<file path="src/hw/rtl/tqs_pkg.sv">
// Shared types, codes and constants of the timer queue scheduler.
package tqs_pkg;

  localparam int TimerSlots = 16;
  localparam int MaxFires   = 16;

  localparam logic [1:0] OP_SCHEDULE   = 2'd0;
  localparam logic [1:0] OP_RESCHEDULE = 2'd1;
  localparam logic [1:0] OP_CANCEL     = 2'd2;
  localparam logic [1:0] OP_TICK       = 2'd3;

  localparam logic [2:0] KIND_SCHEDULED = 3'd0;
  localparam logic [2:0] KIND_FULL      = 3'd1;
  localparam logic [2:0] KIND_DONE      = 3'd2;
  localparam logic [2:0] KIND_NOT_FOUND = 3'd3;
  localparam logic [2:0] KIND_FIRED     = 3'd4;

  typedef struct packed {
    logic [1:0]  op;
    logic [47:0] deadline;
    logic [31:0] interval;
    logic [31:0] timer_id;
  } cmd_t;

endpackage

</file>
<file path="src/hw/rtl/tqs_front.sv">
// Front end: takes input words, decodes them into commands and queues them.
module tqs_front (
  input  logic               clk,
  input  logic               rst,
  input  logic               s_axis_tvalid,
  output logic               s_axis_tready,
  input  logic [111:0]       s_axis_tdata,  // when[47:0], interval[79:48], timer_id[111:80]
  input  logic [1:0]         s_axis_tuser,  // op
  output logic               cmd_valid,
  input  logic               cmd_ready,
  output tqs_pkg::cmd_t      cmd
);
  import tqs_pkg::*;

  cmd_t       q [2];
  logic       wp, rp;
  logic [1:0] cnt;
  logic       push, pop;
  cmd_t       dec;

  always_comb begin
    dec.op       = s_axis_tuser;
    dec.deadline = s_axis_tdata[47:0];
    dec.interval = s_axis_tdata[79:48];
    dec.timer_id = s_axis_tdata[111:80];
  end

  assign s_axis_tready = (cnt != 2'd2);
  assign cmd_valid     = (cnt != 2'd0);
  assign cmd           = q[rp];
  assign push          = s_axis_tvalid && s_axis_tready;
  assign pop           = cmd_valid && cmd_ready;

  always_ff @(posedge clk) begin
    if (push) begin
      q[wp] <= dec;
    end
  end

  always_ff @(posedge clk) begin
    if (rst) begin
      wp  <= 1'b0;
      rp  <= 1'b0;
      cnt <= 2'd0;
    end else begin
      if (push) begin
        wp <= ~wp;
      end
      if (pop) begin
        rp <= ~rp;
      end
      cnt <= cnt + {1'b0, push} - {1'b0, pop};
    end
  end

endmodule

</file>
<file path="src/hw/rtl/tqs_back.sv">
// Back end: scans the timer table one slot a cycle and carries out commands.
module tqs_back #(
  parameter int TIMER_SLOTS = tqs_pkg::TimerSlots
) (
  input  logic               clk,
  input  logic               rst,
  input  logic               cmd_valid,
  output logic               cmd_ready,
  input  tqs_pkg::cmd_t      cmd_in,
  input  logic               cfg_valid,
  input  logic               cfg_data,
  output logic               m_axis_tvalid,
  input  logic               m_axis_tready,
  output logic [31:0]        m_axis_tdata,  // result_id
  output logic [2:0]         m_axis_tuser,  // kind
  output logic               m_axis_tlast
);
  import tqs_pkg::*;

  localparam int IW = $clog2(TIMER_SLOTS);
  localparam int CW = $clog2(MaxFires + 1);

  localparam logic [2:0] ST_IDLE  = 3'd0;
  localparam logic [2:0] ST_SCAN  = 3'd1;
  localparam logic [2:0] ST_DRAIN = 3'd2;
  localparam logic [2:0] ST_ACT   = 3'd3;
  localparam logic [2:0] ST_FLUSH = 3'd4;

  logic [31:0] mem_id  [TIMER_SLOTS];
  logic [47:0] mem_dl  [TIMER_SLOTS];
  logic [31:0] mem_per [TIMER_SLOTS];

  logic [2:0]  state;
  cmd_t        cmd;
  logic [IW-1:0] idx, p_idx, sel;
  logic        p_vld;
  logic [31:0] rd_id, rd_per;
  logic [47:0] rd_dl;
  logic        found;
  logic [47:0] best_dl;
  logic [31:0] best_id, best_per;
  logic [TIMER_SLOTS-1:0] slot_valid, fired;
  logic [47:0] time_now;
  logic [31:0] id_counter;
  logic        running;
  logic        pend_valid;
  logic [31:0] pend_id;
  logic [CW-1:0] fire_cnt;

  logic        out_free;
  logic        emit, e_last;
  logic [2:0]  e_kind;
  logic [31:0] e_id;
  logic        id_we, dl_we, per_we;
  logic [47:0] wd_dl;
  logic        act_go;
  logic        due, better, hit;

  assign out_free  = !m_axis_tvalid || m_axis_tready;
  assign cmd_ready = (state == ST_IDLE);

  always_comb begin
    due    = slot_valid[p_idx] && !fired[p_idx] && (rd_dl <= time_now);
    better = !found || (rd_dl < best_dl) || ((rd_dl == best_dl) && (rd_id < best_id));
    hit    = 1'b0;
    if (p_vld && !found) begin
      unique case (cmd.op)
        OP_SCHEDULE:   hit = !slot_valid[p_idx];
        OP_RESCHEDULE,
        OP_CANCEL:     hit = slot_valid[p_idx] && (rd_id == cmd.timer_id);
        default:       hit = 1'b0;
      endcase
    end
    if (p_vld && cmd.op == OP_TICK) begin
      hit = due && better;
    end
  end

  always_comb begin
    emit   = 1'b0;
    e_last = 1'b1;
    e_kind = KIND_SCHEDULED;
    e_id   = 32'd0;
    id_we  = 1'b0;
    dl_we  = 1'b0;
    per_we = 1'b0;
    wd_dl  = cmd.deadline;
    act_go = 1'b0;
    if (state == ST_ACT) begin
      unique case (cmd.op)
        OP_SCHEDULE: begin
          act_go = out_free;
          emit   = out_free;
          e_kind = found ? KIND_SCHEDULED : KIND_FULL;
          e_id   = found ? id_counter + 32'd1 : 32'd0;
          id_we  = out_free && found;
          dl_we  = out_free && found;
          per_we = out_free && found;
        end
        OP_RESCHEDULE, OP_CANCEL: begin
          act_go = out_free;
          emit   = out_free;
          e_kind = found ? KIND_DONE : KIND_NOT_FOUND;
          e_id   = cmd.timer_id;
          dl_we  = out_free && found && (cmd.op == OP_RESCHEDULE);
        end
        default: begin
          act_go = !(found && pend_valid) || out_free;
          if (found && pend_valid) begin
            emit   = out_free;
            e_kind = KIND_FIRED;
            e_id   = pend_id;
            e_last = 1'b0;
          end
          wd_dl = time_now + {16'd0, best_per};
          dl_we = act_go && found && (best_per != 32'd0);
        end
      endcase
    end else if (state == ST_FLUSH) begin
      emit   = out_free;
      e_kind = KIND_FIRED;
      e_id   = pend_id;
    end
  end

  always_ff @(posedge clk) begin
    if (id_we) begin
      mem_id[sel] <= id_counter + 32'd1;
    end
    if (dl_we) begin
      mem_dl[sel] <= wd_dl;
    end
    if (per_we) begin
      mem_per[sel] <= cmd.interval;
    end
    rd_id  <= mem_id[idx];
    rd_dl  <= mem_dl[idx];
    rd_per <= mem_per[idx];
  end

  always_ff @(posedge clk) begin
    if (rst) begin
      state         <= ST_IDLE;
      slot_valid    <= '0;
      fired         <= '0;
      time_now      <= 48'd0;
      id_counter    <= 32'd0;
      running       <= 1'b1;
      p_vld         <= 1'b0;
      pend_valid    <= 1'b0;
      m_axis_tvalid <= 1'b0;
      idx           <= '0;
      found         <= 1'b0;
      fire_cnt      <= '0;
    end else begin
      if (cfg_valid) begin
        running <= cfg_data;
      end
      if (emit) begin
        m_axis_tvalid <= 1'b1;
        m_axis_tdata  <= e_id;
        m_axis_tuser  <= e_kind;
        m_axis_tlast  <= e_last;
      end else if (m_axis_tready) begin
        m_axis_tvalid <= 1'b0;
      end
      p_vld <= 1'b0;
      if (hit) begin
        found    <= 1'b1;
        sel      <= p_idx;
        best_dl  <= rd_dl;
        best_id  <= rd_id;
        best_per <= rd_per;
      end
      unique case (state)
        ST_IDLE: begin
          if (cmd_valid) begin
            cmd   <= cmd_in;
            idx   <= '0;
            found <= 1'b0;
            state <= ST_SCAN;
            if (cmd_in.op == OP_TICK) begin
              time_now   <= time_now + 48'd1;
              fired      <= '0;
              fire_cnt   <= '0;
              pend_valid <= 1'b0;
              if (!running) begin
                state <= ST_IDLE;
              end
            end
          end
        end
        ST_SCAN: begin
          p_vld <= 1'b1;
          p_idx <= idx;
          if (idx == IW'(TIMER_SLOTS - 1)) begin
            state <= ST_DRAIN;
          end else begin
            idx <= idx + 1'b1;
          end
        end
        ST_DRAIN: begin
          state <= ST_ACT;
        end
        ST_ACT: begin
          if (act_go) begin
            unique case (cmd.op)
              OP_SCHEDULE: begin
                if (found) begin
                  slot_valid[sel] <= 1'b1;
                  id_counter      <= id_counter + 32'd1;
                end
                state <= ST_IDLE;
              end
              OP_RESCHEDULE: begin
                state <= ST_IDLE;
              end
              OP_CANCEL: begin
                if (found) begin
                  slot_valid[sel] <= 1'b0;
                end
                state <= ST_IDLE;
              end
              default: begin
                if (found) begin
                  fired[sel] <= 1'b1;
                  if (best_per == 32'd0) begin
                    slot_valid[sel] <= 1'b0;
                  end
                  pend_valid <= 1'b1;
                  pend_id    <= best_id;
                  fire_cnt   <= fire_cnt + 1'b1;
                  idx        <= '0;
                  found      <= 1'b0;
                  if (fire_cnt == CW'(MaxFires - 1)) begin
                    state <= ST_FLUSH;
                  end else begin
                    state <= ST_SCAN;
                  end
                end else begin
                  state <= pend_valid ? ST_FLUSH : ST_IDLE;
                end
              end
            endcase
          end
        end
        ST_FLUSH: begin
          if (out_free) begin
            pend_valid <= 1'b0;
            state      <= ST_IDLE;
          end
        end
        default: begin
          state <= ST_IDLE;
        end
      endcase
    end
  end

endmodule

</file>
<file path="src/hw/rtl/timer_queue_scheduler_core.sv">
// Top level of the timer queue scheduler: front decoder, command queue, table engine.
//
// Input words arrive on s_axis: tuser carries the op (schedule, reschedule,
// cancel, tick), tdata the deadline, interval and timer id. Results leave on
// m_axis: tuser is the kind, tdata the id, tlast marks the last word that an
// input word causes. A tick that fires nothing gives no word.
// The running register is written on the cfg channel, which is always ready.
// A two-entry queue sits between the decoder and the table engine, so up to two input
// words are taken while the engine works or while the output stalls.
// Each command scans the table one slot a cycle through the slot memories:
// schedule, reschedule and cancel run one scan, a drain state and an act
// state. A tick advances time, then runs a scan per fired timer plus one
// final scan (none after the sixteenth firing), and a flush state for the
// last firing; a tick while stopped skips the scan, but time still advances.
// Up to 16 firings per tick. A stalled output holds the engine only when it has a word to emit.
// Reset (rst, synchronous) empties the table, clears time and the id counter
// and sets running to 1.
module timer_queue_scheduler_core #(
  parameter int TIMER_SLOTS = tqs_pkg::TimerSlots
) (
  input  logic         clk,
  input  logic         rst,
  input  logic         s_axis_tvalid,
  output logic         s_axis_tready,
  input  logic [111:0] s_axis_tdata,  // when[47:0], interval[79:48], timer_id[111:80]
  input  logic [1:0]   s_axis_tuser,  // op
  output logic         m_axis_tvalid,
  input  logic         m_axis_tready,
  output logic [31:0]  m_axis_tdata,  // result_id
  output logic [2:0]   m_axis_tuser,  // kind
  output logic         m_axis_tlast,
  input  logic         cfg_valid,
  output logic         cfg_ready,
  input  logic         cfg_data
);
  import tqs_pkg::*;

  cmd_t cmd;
  logic cmd_valid, cmd_ready;

  assign cfg_ready = 1'b1;

  tqs_front u_front (
    .clk           (clk),
    .rst           (rst),
    .s_axis_tvalid (s_axis_tvalid),
    .s_axis_tready (s_axis_tready),
    .s_axis_tdata  (s_axis_tdata),
    .s_axis_tuser  (s_axis_tuser),
    .cmd_valid     (cmd_valid),
    .cmd_ready     (cmd_ready),
    .cmd           (cmd)
  );

  tqs_back #(
    .TIMER_SLOTS (TIMER_SLOTS)
  ) u_back (
    .clk           (clk),
    .rst           (rst),
    .cmd_valid     (cmd_valid),
    .cmd_ready     (cmd_ready),
    .cmd_in        (cmd),
    .cfg_valid     (cfg_valid),
    .cfg_data      (cfg_data),
    .m_axis_tvalid (m_axis_tvalid),
    .m_axis_tready (m_axis_tready),
    .m_axis_tdata  (m_axis_tdata),
    .m_axis_tuser  (m_axis_tuser),
    .m_axis_tlast  (m_axis_tlast)
  );

endmodule
</file>
<file path="config.mk">
export PLATFORM = sky130hd
export DESIGN_NAME = timer_queue_scheduler_core
export DESIGN_NICKNAME = d
export VERILOG_FILES = /design/src/hw/rtl/tqs_pkg.sv /design/src/hw/rtl/tqs_front.sv /design/src/hw/rtl/tqs_back.sv /design/src/hw/rtl/timer_queue_scheduler_core.sv
export SDC_FILE = /design/constraint.sdc
export NUM_CORES = 2
export LEC_CHECK = 0
export BUFFER_PORTS_ARGS = -buffer_cell sky130_fd_sc_hd__buf_2
export CAP_MARGIN = 20
export CORE_UTILIZATION = 50
export DETAILED_ROUTE_END_ITERATION = 8
export PLACE_DENSITY = 0.66
export SLEW_MARGIN = 20
export SYNTH_ARGS = -nofsm -noshare
export SYNTH_HDL_FRONTEND = slang
export SYNTH_HIERARCHICAL = 1
export SYNTH_SLANG_ARGS = --single-unit
</file>
<file path="constraint.sdc">
create_clock -name clk -period 16.3 [get_ports clk]
set_input_delay 2.445 -clock clk [delete_from_list [all_inputs] [get_ports clk]]
set_output_delay 2.445 -clock clk [all_outputs]
set_load 0.03 [all_outputs]
</file>
==> out/results.ini <==
[run_status]
outcome = completed

[floorplan]
die_width_um = 450
dieArea_um2 = 202000
die_h_um = 450
core_um2 = 198000
ios = 159
rows = 163
initial_core_util_pct = 50.6

[global_routing]
grt_max_degree = 103
grt_usage_pct = 22.9
grt_pass1_vias = 50200
grt_pass1_wl_um = 339000
antenna_found_initial = 8
gr-total-overflow = 0

[pwr]
power_per_cell_area_nw_per_um2 = 141
p_total_uw = 16100
peakVddDrop_uv = 145
p_leak_uw = 0.0356

[sta]
period_share_pct = 31.6
relSlewSlack_pct = 23.6
finalSetupTns_ns = 0
fin_ws_ns = 11.15
rsz0062_at_grt = false
setup_viol = 0
fmax_ghz = 0.194
finalHoldViolCount = 0
slew_violations = 0
clock_skew_ns = 0.0680
min_period_ns = 5.15
tightest_slew_ns = 1.14

[clocking]
cts_setup_buffers = 0
cts_made_buffers = 279
worstSkewPairLatency_ns = 0.91
htreeDepth = 5
ctsHoldBuffers = 0
clock_sinks = 2568
clk_pin_slew_ns = 0.06
clock-root-buffer = clkbuf_16
cts-resized-gates = 0
clockBufferDepth = 4
cts_tree = yes

[yosys]
synth_area_leaders = edfxtp_1 (70%), mux4_2 (13%), dfxtp_1 (4.9%), ha_1 (2.1%), xnor2_1 (1.1%)
synth_top_cell_by_area = edfxtp_1
avgSynthCellArea_um2 = 19.6
synth-main-ff-cell = edfxtp_1
ys_ff_latch = 2568
yosysMostFrequentCell = edfxtp_1
syn_nets = 5398
synth_edf_count = 2322
yosys.area.top_type_share_pct = 69.6
async_flop_share_pct = 0
synth_common_cells = edfxtp_1 (2322), mux4_2 (569), dfxtp_1 (246), nand2_1 (214), nor2_1 (213)
synth_area_um2 = 100000
synthesis.instances = 5108
synth-seq-area-share_pct = 74.5
yosys_warnings = 6
synth.distinct_cells = 84

[setup_path]
critical_path_arrival_ns = 5.67
critPathMaxFanout = 38
worstSetupStartpointType = flop
critPathKind = flop to flop
crit_required_ns = 16.82
end_kind = flop

[layout]
syn2layout_area_growth_pct = 13.5
drive_above_1_share_pct = 25.8
fin_cells = 8322
fin_area_um2 = 114000
layout.nets = 5774

[worst_hold_path]
hp-class = flop to flop

[placement]
place_inst = 7843
gp_congestion = 0.892
dpl_cell_area_um2 = 105000
post-place-ws_ns = 10.37
portBuffers = 157
dpl.hpwl_um = 138000

[routing]
dr.pass1.iters = 7
wirelength_um = 231000
vias = 49300
drcViolationCount = 0
detail_route.vias_per_cell = 5.93
drt_iter0_drc = 4932
wl_per_cell_um = 27.7
postRouteAntennaNets = 0

[flow_run]
max_cap_violations = 0

## sequential cells by signal, indices dropped and copies added, names as in the netlist, 4 cells and up, named ones only
register             cells
u_back/cmd             114
u_back/best_dl          48
u_back/mem_per         512
u_back/fire_cnt          5
u_back/id_counter       32
u_back/sel               4
u_back/m_axis_tdata     32
u_back/pend_id          32
u_back/idx               4
u_back/mem_id          512
u_back/rd_id            32
u_back/fired            16
u_back/best_id          32
u_back/rd_per           32
u_back/time_now         48
u_back/best_per         32
u_back/p_idx             4
u_front/q              228
u_back/rd_dl            48
u_back/mem_dl          768
## cell families (layout without fill, tap and decap cells)
kind of cell,count (synthesis),count (layout),synth area share [%]
AOI/OAI and AO/OA,409,409,2.46
xor gates and xnor gates,171,171,1.49
adders and majority gates,170,170,2.13
buffers and inverters,367,939,1.47
DFF,2568,2568,74.5
muxes,704,704,14.5
other,1,3,0.00374
and+or+nand+nor,718,718,3.47
## critical path, cell delays in order (launching register included)
cell,delay [ns]
edfxtp_1,0.45
inv_1,0.11
ha_1,0.73
and2_1,0.23
buf_4,0.40
nand3_2,0.84
nor2_4,1.12
buf_4,0.76
## power breakdown
group / internal, uW / switching, uW
registers: 7630 / 278
clock network: 3680 / 2460
logic: 938 / 1070
total: 12300 / 3800
## per-stage QoR
| stage | hold WS, ns | utilization, % |
|---|---|---|
| 3_3_place_gp | 0.390 | 52.9 |
| 3_5_place_dp | 0.397 | 52.9 |
| 5_1_grt | 0.418 | 57.4 |
| 4_1_cts | 0.410 | 57.4 |
| 2_1_floorplan | 0.386 | - |
| 6_report | 0.412 | 57.4 |
## worst paths after layout
check	slack, ns	from	to	cells after the start
max	11.15	u_back/cmd[113]	u_back/mem_per[11][8]	7
min	0.41	u_back/rd_per[10]	u_back/best_per[10]	0
max reg2reg	11.15	u_back/cmd[113]	u_back/mem_per[11][8]	7
min reg2reg	0.41	u_back/rd_per[10]	u_back/best_per[10]	0
## layout make-up
class	instances	area [um2]
fillers	14600	84400
flip-flops and latches	2568	74700
inverters	152	576
repair buffers	310	1950
clock inverters	97	1120
clock buffers	380	7710
multi-input cells	2173	24500
well taps	2640	3300
diodes	2	5.00
## placed cells by master (no fill, tap or decap), types with 26 or more instances in the layout
cell / instances
edfxtp_1: 2322
nor3_1: 33
a21o_1: 41
buf_4: 152
nand4_1: 55
dfxtp_1: 241
nor2_4: 34
clkinv_2: 33
o21ai_0: 124
a21oi_1: 125
nand2_1: 213
ha_1: 169
clkinv_1: 26
nor2_1: 181
clkbuf_1: 72
xor2_1: 47
inv_1: 150
mux4_2: 569
xnor2_1: 117
nand3_1: 58
buf_2: 157
mux2_4: 60
mux2_2: 56
clkbuf_16: 284
## metal layers
metal  GRT usage, %  wire [um]  up-vias
li1               -          -    21300
met1           31.6      95000    26000
met2           38.1     116000     1648
met3           3.08      13100      373
met4           6.96       6560        4
met5              0         27        -
Power figures use the tool's default switching activity.
